[config.mk]
export PLATFORM = sky130hd
export DESIGN_NAME = ps2_key_state_tracker_flat
export DESIGN_NICKNAME = d
export VERILOG_FILES = /design/src/sv/ps2kst_pkg.sv /design/src/sv/ps2kst_if.sv /design/src/sv/ps2_key_state_tracker.sv /design/src/sv/ps2kst_frame.sv /design/src/flat_wrapper.sv
export SDC_FILE = /design/constraint.sdc
export NUM_CORES = 1
export LEC_CHECK = 0
export BUFFER_PORTS_ARGS = -buffer_cell sky130_fd_sc_hd__clkbuf_2
export CAP_MARGIN = 0
export CORE_MARGIN = 2
export CORE_UTILIZATION = 45
export DETAILED_ROUTE_END_ITERATION = 6
export SYNTH_ARGS = -nofsm -noshare
export SYNTH_HDL_FRONTEND = slang
export SYNTH_SLANG_ARGS = --single-unit
[constraint.sdc]
create_clock -name clk_i -period 2.84 [get_ports clk_i]
set_input_delay 0.284 -clock clk_i [delete_from_list [all_inputs] [get_ports clk_i]]
set_output_delay 0.284 -clock clk_i [all_outputs]
set_load 0.02 [all_outputs]
[src/sv/ps2kst_pkg.sv]
// Shared types and constants for the PS/2 key state tracker.
`timescale 1ns / 1ps

package ps2kst_pkg;

  localparam int unsigned FrameBits = 11;
  localparam int unsigned CntW      = 4;
  localparam int unsigned CodeW     = 9;

  localparam logic [CntW-1:0] FrameBitsCnt = CntW'(FrameBits);

  // op codes of an input item
  localparam logic OP_CLOCK = 1'b0;
  localparam logic OP_QUERY = 1'b1;

  // prefix bytes
  localparam logic [7:0] BYTE_RELEASE  = 8'hF0;
  localparam logic [7:0] BYTE_EXTENDED = 8'hE0;

  typedef struct packed {
    logic       op;
    logic       data_bit;
    logic [7:0] query_code;
    logic       query_extended;
  } in_item_t;

  typedef struct packed {
    logic             key_pressed;
    logic             frame_good;
    logic             frame_bad;
    logic             key_event;
    logic [CodeW-1:0] event_code;
    logic             event_release;
  } out_item_t;

  // frame checker status toward the decoder
  typedef struct packed {
    logic       good;
    logic       bad;
    logic [7:0] data;
  } frame_res_t;

endpackage

[src/sv/ps2kst_if.sv]
// Valid/ready channel interfaces for input and result items.
`timescale 1ns / 1ps

interface ps2kst_in_if import ps2kst_pkg::*; ();
  logic     valid;
  logic     ready;
  in_item_t item;

  modport source (output valid, output item, input ready);
  modport sink   (input valid, input item, output ready);
endinterface

interface ps2kst_out_if import ps2kst_pkg::*; ();
  logic      valid;
  logic      ready;
  out_item_t item;

  modport source (output valid, output item, input ready);
  modport sink   (input valid, input item, output ready);
endinterface

[src/sv/ps2_key_state_tracker.sv]
// Top level of the PS/2 key state tracker: frame check, prefix decode, key map.
// Each accepted item's result is registered in the output register.
// Throughput: one item per cycle; a new item is taken while a result waits if
//   the output register is drained in the same cycle.
// Reset: frame window, bit count, parity, prefixes and all 512 key bits clear at once.
`timescale 1ns / 1ps

module ps2_key_state_tracker import ps2kst_pkg::*; (
  input  logic         clk_i,
  input  logic         rst_ni,
  ps2kst_in_if.sink    in_i,
  ps2kst_out_if.source out_o
);

  localparam int unsigned MapBits = 1 << CodeW;

  logic accept;
  logic bit_en;

  frame_res_t frame_res;

  // Prefix flags armed by F0 / E0, dropped by the next key byte
  logic rel_pend_q, rel_pend_d;
  logic ext_pend_q, ext_pend_d;

  // Pressed-key bitmap, one flop per key so reset clears the whole map at once
  logic [MapBits-1:0] key_map_q;
  logic               map_we;
  logic [CodeW-1:0]   map_idx;

  // Result register
  out_item_t out_q, out_d;
  logic      out_valid_q;

  // Take a new item whenever the result register is empty or being drained
  assign in_i.ready = !out_valid_q || out_o.ready;
  assign accept     = in_i.valid && in_i.ready;
  assign bit_en     = accept && (in_i.item.op == OP_CLOCK);

  ps2kst_frame u_frame (
    .clk_i      (clk_i),
    .rst_ni     (rst_ni),
    .bit_en_i   (bit_en),
    .data_bit_i (in_i.item.data_bit),
    .res_o      (frame_res)
  );

  // Decode: queries read the map; prefix bytes only arm flags, any other good byte updates the map
  always_comb begin
    rel_pend_d = rel_pend_q;
    ext_pend_d = ext_pend_q;
    map_we     = 1'b0;
    map_idx    = {ext_pend_q, frame_res.data};
    out_d      = '0;

    if (in_i.item.op == OP_QUERY) begin
      out_d.key_pressed = key_map_q[{in_i.item.query_extended, in_i.item.query_code}];
    end else begin
      out_d.frame_good = frame_res.good;
      out_d.frame_bad  = frame_res.bad;
      if (frame_res.good) begin
        if (frame_res.data == BYTE_RELEASE) begin
          rel_pend_d = 1'b1;
        end else if (frame_res.data == BYTE_EXTENDED) begin
          ext_pend_d = 1'b1;
        end else begin
          map_we              = 1'b1;
          out_d.key_event     = 1'b1;
          out_d.event_code    = map_idx;
          out_d.event_release = rel_pend_q;
          rel_pend_d          = 1'b0;
          ext_pend_d          = 1'b0;
        end
      end
    end
  end

  always_ff @(posedge clk_i or negedge rst_ni) begin
    if (!rst_ni) begin
      rel_pend_q <= 1'b0;
      ext_pend_q <= 1'b0;
      key_map_q  <= '0;
    end else if (bit_en) begin
      rel_pend_q <= rel_pend_d;
      ext_pend_q <= ext_pend_d;
      if (map_we) begin
        // release clears the key, press sets it
        key_map_q[map_idx] <= !rel_pend_q;
      end
    end
  end

  always_ff @(posedge clk_i or negedge rst_ni) begin
    if (!rst_ni) begin
      out_valid_q <= 1'b0;
    end else if (accept) begin
      out_valid_q <= 1'b1;
    end else if (out_o.ready) begin
      out_valid_q <= 1'b0;
    end
  end

  always_ff @(posedge clk_i) begin
    if (accept) begin
      out_q <= out_d;
    end
  end

  assign out_o.valid = out_valid_q;
  assign out_o.item  = out_q;

  // A reported key event always comes from a good frame
  a_event_needs_good: assert property (@(posedge clk_i) disable iff (!rst_ni)
    out_valid_q && out_q.key_event |-> out_q.frame_good && !out_q.frame_bad)
    else $error("key event without a good frame");

  // A query answer reporting a pressed key never carries frame status or a key event
  a_query_clean: assert property (@(posedge clk_i) disable iff (!rst_ni)
    out_valid_q && out_q.key_pressed |-> !out_q.frame_good && !out_q.frame_bad
      && !out_q.key_event)
    else $error("query result carries frame status");

  // The map bit of an event reflects press or release right after it
  a_map_update: assert property (@(posedge clk_i) disable iff (!rst_ni)
    bit_en && map_we |=> key_map_q[$past(map_idx)] == !$past(rel_pend_q))
    else $error("key map not updated by key event");

  // Both prefixes drop after a key byte
  a_prefix_drop: assert property (@(posedge clk_i) disable iff (!rst_ni)
    bit_en && map_we |=> !rel_pend_q && !ext_pend_q)
    else $error("prefix flags not cleared after key event");

endmodule

[src/sv/ps2kst_frame.sv]
// Serial frame window, parity tracking and start/stop/parity check.
`timescale 1ns / 1ps

module ps2kst_frame import ps2kst_pkg::*; (
  input  logic       clk_i,
  input  logic       rst_ni,
  input  logic       bit_en_i,
  input  logic       data_bit_i,
  output frame_res_t res_o
);

  logic [FrameBits-1:0] win_q, win_d;
  logic [CntW-1:0]      cnt_q, cnt_d, cnt_inc;
  logic                 par_q, par_d;
  logic                 check;

  always_comb begin
    par_d   = par_q ^ win_q[0] ^ data_bit_i;
    win_d   = {data_bit_i, win_q[FrameBits-1:1]};
    cnt_inc = (cnt_q < FrameBitsCnt) ? cnt_q + CntW'(1) : cnt_q;
    check   = (cnt_inc == FrameBitsCnt);

    res_o.good = check && !win_d[0] && win_d[FrameBits-1] && !par_d;
    res_o.bad  = check && !res_o.good;
    res_o.data = win_d[8:1];

    // good frame restarts; bad frame parks at full so every later bit rechecks
    if (res_o.good) begin
      cnt_d = '0;
    end else begin
      cnt_d = cnt_inc;
    end
  end

  always_ff @(posedge clk_i or negedge rst_ni) begin
    if (!rst_ni) begin
      win_q <= '0;
      cnt_q <= '0;
      par_q <= 1'b0;
    end else if (bit_en_i) begin
      win_q <= win_d;
      cnt_q <= cnt_d;
      par_q <= par_d;
    end
  end

endmodule
[src/flat_wrapper.sv]
// flat-port wrapper written by rule: the top's interface ports become plain ports
module ps2_key_state_tracker_flat import ps2kst_pkg::*;
  (clk_i, rst_ni, in_i_valid, in_i_item, in_i_ready, out_o_valid, out_o_item, out_o_ready);
  ps2kst_in_if in_i_i ();
  ps2kst_out_if out_o_i ();
  input  logic clk_i;
  input  logic rst_ni;
  input wire logic [$bits(in_i_i.valid)-1:0] in_i_valid;
  input wire logic [$bits(in_i_i.item)-1:0] in_i_item;
  output wire logic [$bits(in_i_i.ready)-1:0] in_i_ready;
  output wire logic [$bits(out_o_i.valid)-1:0] out_o_valid;
  output wire logic [$bits(out_o_i.item)-1:0] out_o_item;
  input wire logic [$bits(out_o_i.ready)-1:0] out_o_ready;
  assign in_i_i.valid = in_i_valid;
  assign in_i_i.item = in_i_item;
  assign in_i_ready = in_i_i.ready;
  assign out_o_valid = out_o_i.valid;
  assign out_o_item = out_o_i.item;
  assign out_o_i.ready = out_o_ready;
  ps2_key_state_tracker u_core (.clk_i(clk_i), .rst_ni(rst_ni), .in_i(in_i_i), .out_o(out_o_i));
endmodule
* Word-level counts from Yosys, hierarchy flattened
Index checks and enable logic that the tools add are counted.
** Word-level totals
- Output and inout port bits :: 16
- Flip-flop bits (word level) :: 545
- Logic and storage cells :: 63
** Operators by class
- Bitwise gates (word level) :: 5
- Add/subtract/negate cells :: 1
- Multiplexer cells :: 17
- Reductions and logical operators :: 19
- Equality and inequality tests :: 4
- Order comparisons :: 4
** Operators with widths (number)
- 512-bit bitwise mux :: 1
- 9-bit by 10-bit < comparator with 1-bit output (second input constant) :: 2
- 8-bit == test (second input constant) :: 2
- 1-bit 2-to-1 mux :: 11
- 11-bit 2-to-1 mux :: 1
- 1-bit binary-select mux with 9-bit select :: 1
- 1-bit demux with 9-bit select :: 1
- 9-bit by 1-bit >= comparator with 1-bit output (second input constant) :: 1
- 4-bit 2-to-1 mux :: 2
- 4-bit AND reduction :: 2
- 1-bit logical AND :: 7
- 1-bit zero test :: 5
- 4-bit by 1-bit adder with 4-bit output (second input constant) :: 1
- 4-bit == test (second input constant) :: 1
- 4-bit < comparator (second input constant) :: 1
- 4-bit OR reduction :: 1
- 1-bit NOT :: 3
- 3-bit OR reduction :: 1
- 2-bit by 1-bit inequality test with 1-bit output (second input constant) :: 1
- 2-bit AND reduction :: 1
- 2-bit nonzero test :: 1
- 1-bit bitwise XOR :: 2
- 1-bit logical OR :: 1

* Longest topological paths before layout
- Depth after elaboration :: 9
- Mapped depth :: 11
- Mapped depth without buffers :: 8

* By module
From an unflattened synthesis, not the netlist that was laid out.
** Second synthesis, totals
- Cell total of the unflattened synthesis :: 2319
- Area total of the unflattened synthesis :: 26336.5 um2
** Modules (own cells, without submodules)
- ps2_key_state_tracker :: cells each 2254, area each 25549.5 um2, times used 1
- ps2kst_frame :: cells each 65, area each 787.0 um2, times used 1

* Worst setup path before layout
OpenSTA, ideal clock, no wires.
- Kind :: reg2reg
- From :: reg u_core.u_frame.cnt_q[0]
- To :: reg u_core.key_map_q[263]
- Library setup time :: 135 ps
- Stages on the path, launching flop included :: 11
- Setup slack :: 179 ps
- Clock period less this slack :: 2661 ps
- Data required time :: 2705 ps
- Path buffers :: 2
- Data arrival time :: 2526 ps
- Cells stage by stage :: dfrtp_1 > ha_1 > nor3b_1 > o2111ai_2 > a2111oi_4 > and3_1 > buf_2 > nand2_2 > clkbuf_1 > o21ai_0 > o31ai_1
** Between the ends
- Cells in the longest elaborated chain, start to end :: 9
- Elaborated cells between the ends (all ways) :: 10
- Classes of those cells :: add/sub (1); order compare (1); eq/ne (1); mux (3); reduce/logical (4)
** RTL lines
- start, declared :: RTL line ps2kst_frame.sv:13 : logic [CntW-1:0] cnt_q, cnt_d, cnt_inc;
- start signal, assigned :: RTL line ps2kst_frame.sv:42 : cnt_q <= cnt_d;
- 4-bit by 1-bit adder with 4-bit output / 4-bit < comparator (equally long branches) :: RTL line ps2kst_frame.sv:20 : cnt_inc = (cnt_q < FrameBitsCnt) ? cnt_q + CntW'(1) : cnt_q;
- 4-bit 2-to-1 mux * :: RTL line ps2kst_frame.sv:20
- 4-bit == test * :: RTL line ps2kst_frame.sv:21 : check = (cnt_inc == FrameBitsCnt);
- 1-bit logical AND * (3 in series) :: RTL line ps2kst_frame.sv:23 : res_o.good = check && !win_d[0] && win_d[FrameBits-1] && !par_d;
- 1-bit 2-to-1 mux * :: RTL line ps2_key_state_tracker.sv:61 : if (frame_res.good) begin
- 1-bit 2-to-1 mux * :: RTL line ps2_key_state_tracker.sv:56 : if (in_i.item.op == OP_QUERY) begin
- 2-bit AND reduction (no line) *
- end signal, assigned by index :: RTL line ps2_key_state_tracker.sv:88 : key_map_q[map_idx] <= !rel_pend_q;
- end, declared :: RTL line ps2_key_state_tracker.sv:27 : logic [MapBits-1:0] key_map_q;
Mark *: on every way between the ends. The rest lies on a longest branch, timed or not.
A chain may end at the register's enable or synchronous reset.

* Worst setup path after layout
- From :: reg u_core.key_map_q[395]
- To :: reg u_core.out_q, in the netlist u_core.out_o.item[13] (data pin)
** Between the ends
- Cells in the longest elaborated chain, start to end :: 2
** RTL lines
- 1-bit binary-select mux with 9-bit select :: RTL line ps2_key_state_tracker.sv:57 : out_d.key_pressed = key_map_q[{in_i.item.query_extended, in_i.item.query_code}];
- 1-bit 2-to-1 mux (not written as such) :: RTL line ps2_key_state_tracker.sv:57
- end signal, assigned :: RTL line ps2_key_state_tracker.sv:105 : out_q <= out_d;
- end, declared :: RTL line ps2_key_state_tracker.sv:32 : out_item_t out_q, out_d;
Every way passes these cells. The select of a mux whose other input is x is not followed.

==> impl_results.md <==
* Status: finished, final reports clean
* DR WL/cell at 23.60 um
* Post-synth top flop: dfrtp_1
* Largest net degree at the start of global routing at 124
* Post-synthesis sequential area ratio at 52.05%
* WL final at 72720 um
* Worst-margin pin slew at 1.073 ns
* Hold Violations, Final at 0
* Leading post-synthesis cells by cell area: dfrtp_1 (50%), o31ai_1 (15%), o21ai_0 (9.4%), mux4_2 (9.3%), clkbuf_1 (3.6%)
* Cells after Synth at 2355
* IO Pins at 31
* First-pass GRT wire length at 113700 um
* Slowest cell on the critical path: mux4_2
* Port bufs at 30
* Vias/cell at 6.296
* Final Cell Area at 0.02970 mm^2
* Synth async-reset ratio at 97.43%
* Max FO, Critical Path at 2
* Die H at 245.9 um
* Skew-Pair Late Insertion Delay at 0.63 ns
* CP Cell Sequence: mux4_2, mux4_2, and2_1, nor4_2, a31oi_1, a22oi_2, o221ai_4
* Maximum root-to-sink buffer count at 3
* VDD IR-drop max at 0.4374 mV
* Drt initial violations at 1857
* Share of post-route cells with drive strength above 1 at 17.49%
* CTS clk-pin slew, worst paths at 0.06 ns
* Vias in the first global route at 19070
* Die ar. at 0.06048 mm^2
* # nets final at 2290
* Post-DP HPWL at 42950 um
* Final setup margin at 0.1587 ns
* Startpoint types: flip-flop
* Worst path max stage delay at 0.48 ns
* Final Wtd Congestion at 0.7868
* Cell area power density at 588.2 mW/mm^2
* Rel. slew slack at 28.31%
* Unique masters post-synth at 57
* Post-route ant nets at 0
* Cell taking the most area after synthesis: dfrtp_1
* WP data required at 3.16 ns
* Unrepaired setup endpoints after global routing: no
* Final period utilization at 94.41%
* Hold depth at 3
* Pre-CTS setup slack at -0.6296 ns
* Hold/Removal Path Class: in2reg
* Post-synth EDFFs at 14
* CTS root buf: clkbuf_16
* Synth Register Bits at 545
* Area grow syn2layout at 12.75%
* GRT Total Usage at 24.23%
* Post-Syn Area at 0.02634 mm^2
* Commonest non-fill, non-tap cells in the layout: dfrtp_1 (530), o31ai_1 (509), o21ai_0 (497)
* Placed instance area at 0.02773 mm^2
* Synthesis warning total at 0
* Initial Util at 45.56%
* Final Util at 51.37%
* Synth top area share at 50.45%
* H-tree depth at 2
* # DRC at 0
* Max_cap viols at 0
* Vias at 19400
* Commonest non-fill, non-tap cell in the layout: dfrtp_1
* Reg2Reg Depth at 7
* CTS sink cnt at 545
* Syn_nets at 2371
* Leak pwr at 12.47 nW
* Number of core rows at 88
* Setup Crit Path Kind: reg2reg
* Syn_area_per_cell at 11.18 um^2
* Max frequency at 373.0 MHz
* TritonCTS clock tree: built
* CP dominant cell by count: mux4_2
* Total gr overflow at 0
* Router iterations before antenna repair at 5
* Final Power at 17.47 mW
* Final setup viols at 0
* Final Slew Violations at 0
* Initial antenna violation count at 1
* Clock Skews at 0.02392 ns
* CTS buffer count at 58
* Crit end category: flip-flop
* Critical Path AT at 3.00 ns
* Die W at 245.9 um
* Final Critical Period at 2.681 ns
* Core area at 0.05781 mm^2
* Diodes inserted at 0
[metrics by stage]
| step | hold slack [ns] | TNS (ns) | instances |
|---|---|---|---|
| 4_1_cts | 0.01919 | 0 | 3078 |
| 3_3_place_gp | 0.2764 | -0.5289 | 2973 |
| 6_report | 0.03905 | 0 | 3081 |
| 2_1_floorplan | -0.01159 | 0 | 2355 |
| 3_5_place_dp | 0.2878 | -0.6368 | 2973 |
| 5_1_grt | 0.07554 | 0 | 3081 |
[registers in the layout, summed over array words and instances, names as in the netlist]
register and flops:
u_core.u_frame.win_q 11, u_core.rel_pend_q 1, u_core.out_o.valid 1, u_core.out_o.item 14
u_core.key_map_q 512, u_core.u_frame.cnt_q 4, u_core.ext_pend_q 1, u_core.u_frame.par_q 1
[where the power goes]
group	leakage (nW)	switching [mW]	internal (mW)	total, mW
Sequential	7.54	0.164	7.89	8.05
Clock	0.928	3.14	4.27	7.41
Combinational	4.01	1.47	0.532	2.00
Total	12.5	4.78	12.7	17.5
[Yosys cell counts (5+ instances only)]
master    instances
nand2_1          82
buf_2            46
nor3b_1           5
a22oi_1          23
mux2_2           11
buf_4            13
inv_1             5
mux4_2          109
a21oi_1          20
nor3_1            5
o221ai_1         19
clkbuf_1        252
o21ai_0         497
o22ai_1          10
and2_1           16
nor2b_1           9
o31ai_1         509
dfrtp_1         531
buf_1             6
mux2i_1          52
nand3_1           8
edfxtp_1         14
nand4b_4          5
nor2_1           26
and3_1            5
o21ai_1          18
[area by class of cell]
cell class              instances  area (um^2)
fillers                      5109        28110
flip-flops and latches        545        13710
multi-input cells            1486        11350
repair buffers                177         1792
clock buffers                  86         1728
well taps                     765        957.2
clock inverters                16        131.4
inverters                       6        22.52
[what timing repair did]
| action | 4_1_cts | 5_1_grt |
|---|---|---|
| gates resized for setup | 1 | 8 |
| endpoints found under the setup margin | 1 | 223 |
| hold buffers | 3 | 0 |
| cloned | 0 | 1 |
| pin swaps | 0 | 1 |
| hold endpoints to repair | 52 | 0 |
| buffers inserted | 0 | 2 |
[path summary, 6_finish.rpt]
check | from | endpoint | slack, ns
worst max-delay path | u_core.key_map_q[395]$_DFFE_PN0P_ | u_core.out_o.item[13]$_SDFFCE_PN0P_ | 0.16
worst min-delay path | out_o_ready | u_core.out_o.valid$_DFFE_PN0P_ | 0.04
worst max register to register | u_core.key_map_q[395]$_DFFE_PN0P_ | u_core.out_o.item[13]$_SDFFCE_PN0P_ | 0.16
worst min register to register | u_core.key_map_q[224]$_DFFE_PN0P_ | u_core.key_map_q[224]$_DFFE_PN0P_ | 0.37
max in group asynchronous | rst_ni | u_core.key_map_q[71]$_DFFE_PN0P_ | 1.66
min in group asynchronous | rst_ni | u_core.u_frame.win_q[0]$_DFFE_PN0P_ | 0.22
[kinds of logic after synthesis]
logic type,count (synthesis),synth area share [%]
and+or+nand+nor,191,3.976
AOI/OAI and AO/OA,1118,26.98
xor gates and xnor gates,4,0.1330
muxes,172,11.77
DFF,545,52.05
buffers and inverters,324,5.050
adders and majority gates,1,0.04750
[worst max-delay path: cells and delay by family (launching register included)]
kind               cells  cell delay, ns
muxes                  2            0.94
and+or+nand+nor        2            0.53
AOI/OAI and AO/OA      3            0.53
DFF                    1            0.38
[metal layers]
metal  share of wire, %  track usage (%)  up-vias
li1                   -                -     8937
met1                 44            33.93     9773
met2                 47            39.45      558
met3                5.3            3.132      128
met4                2.9            7.326        2
met5              0.018                0        -
Power figures use the tool's default switching activity.
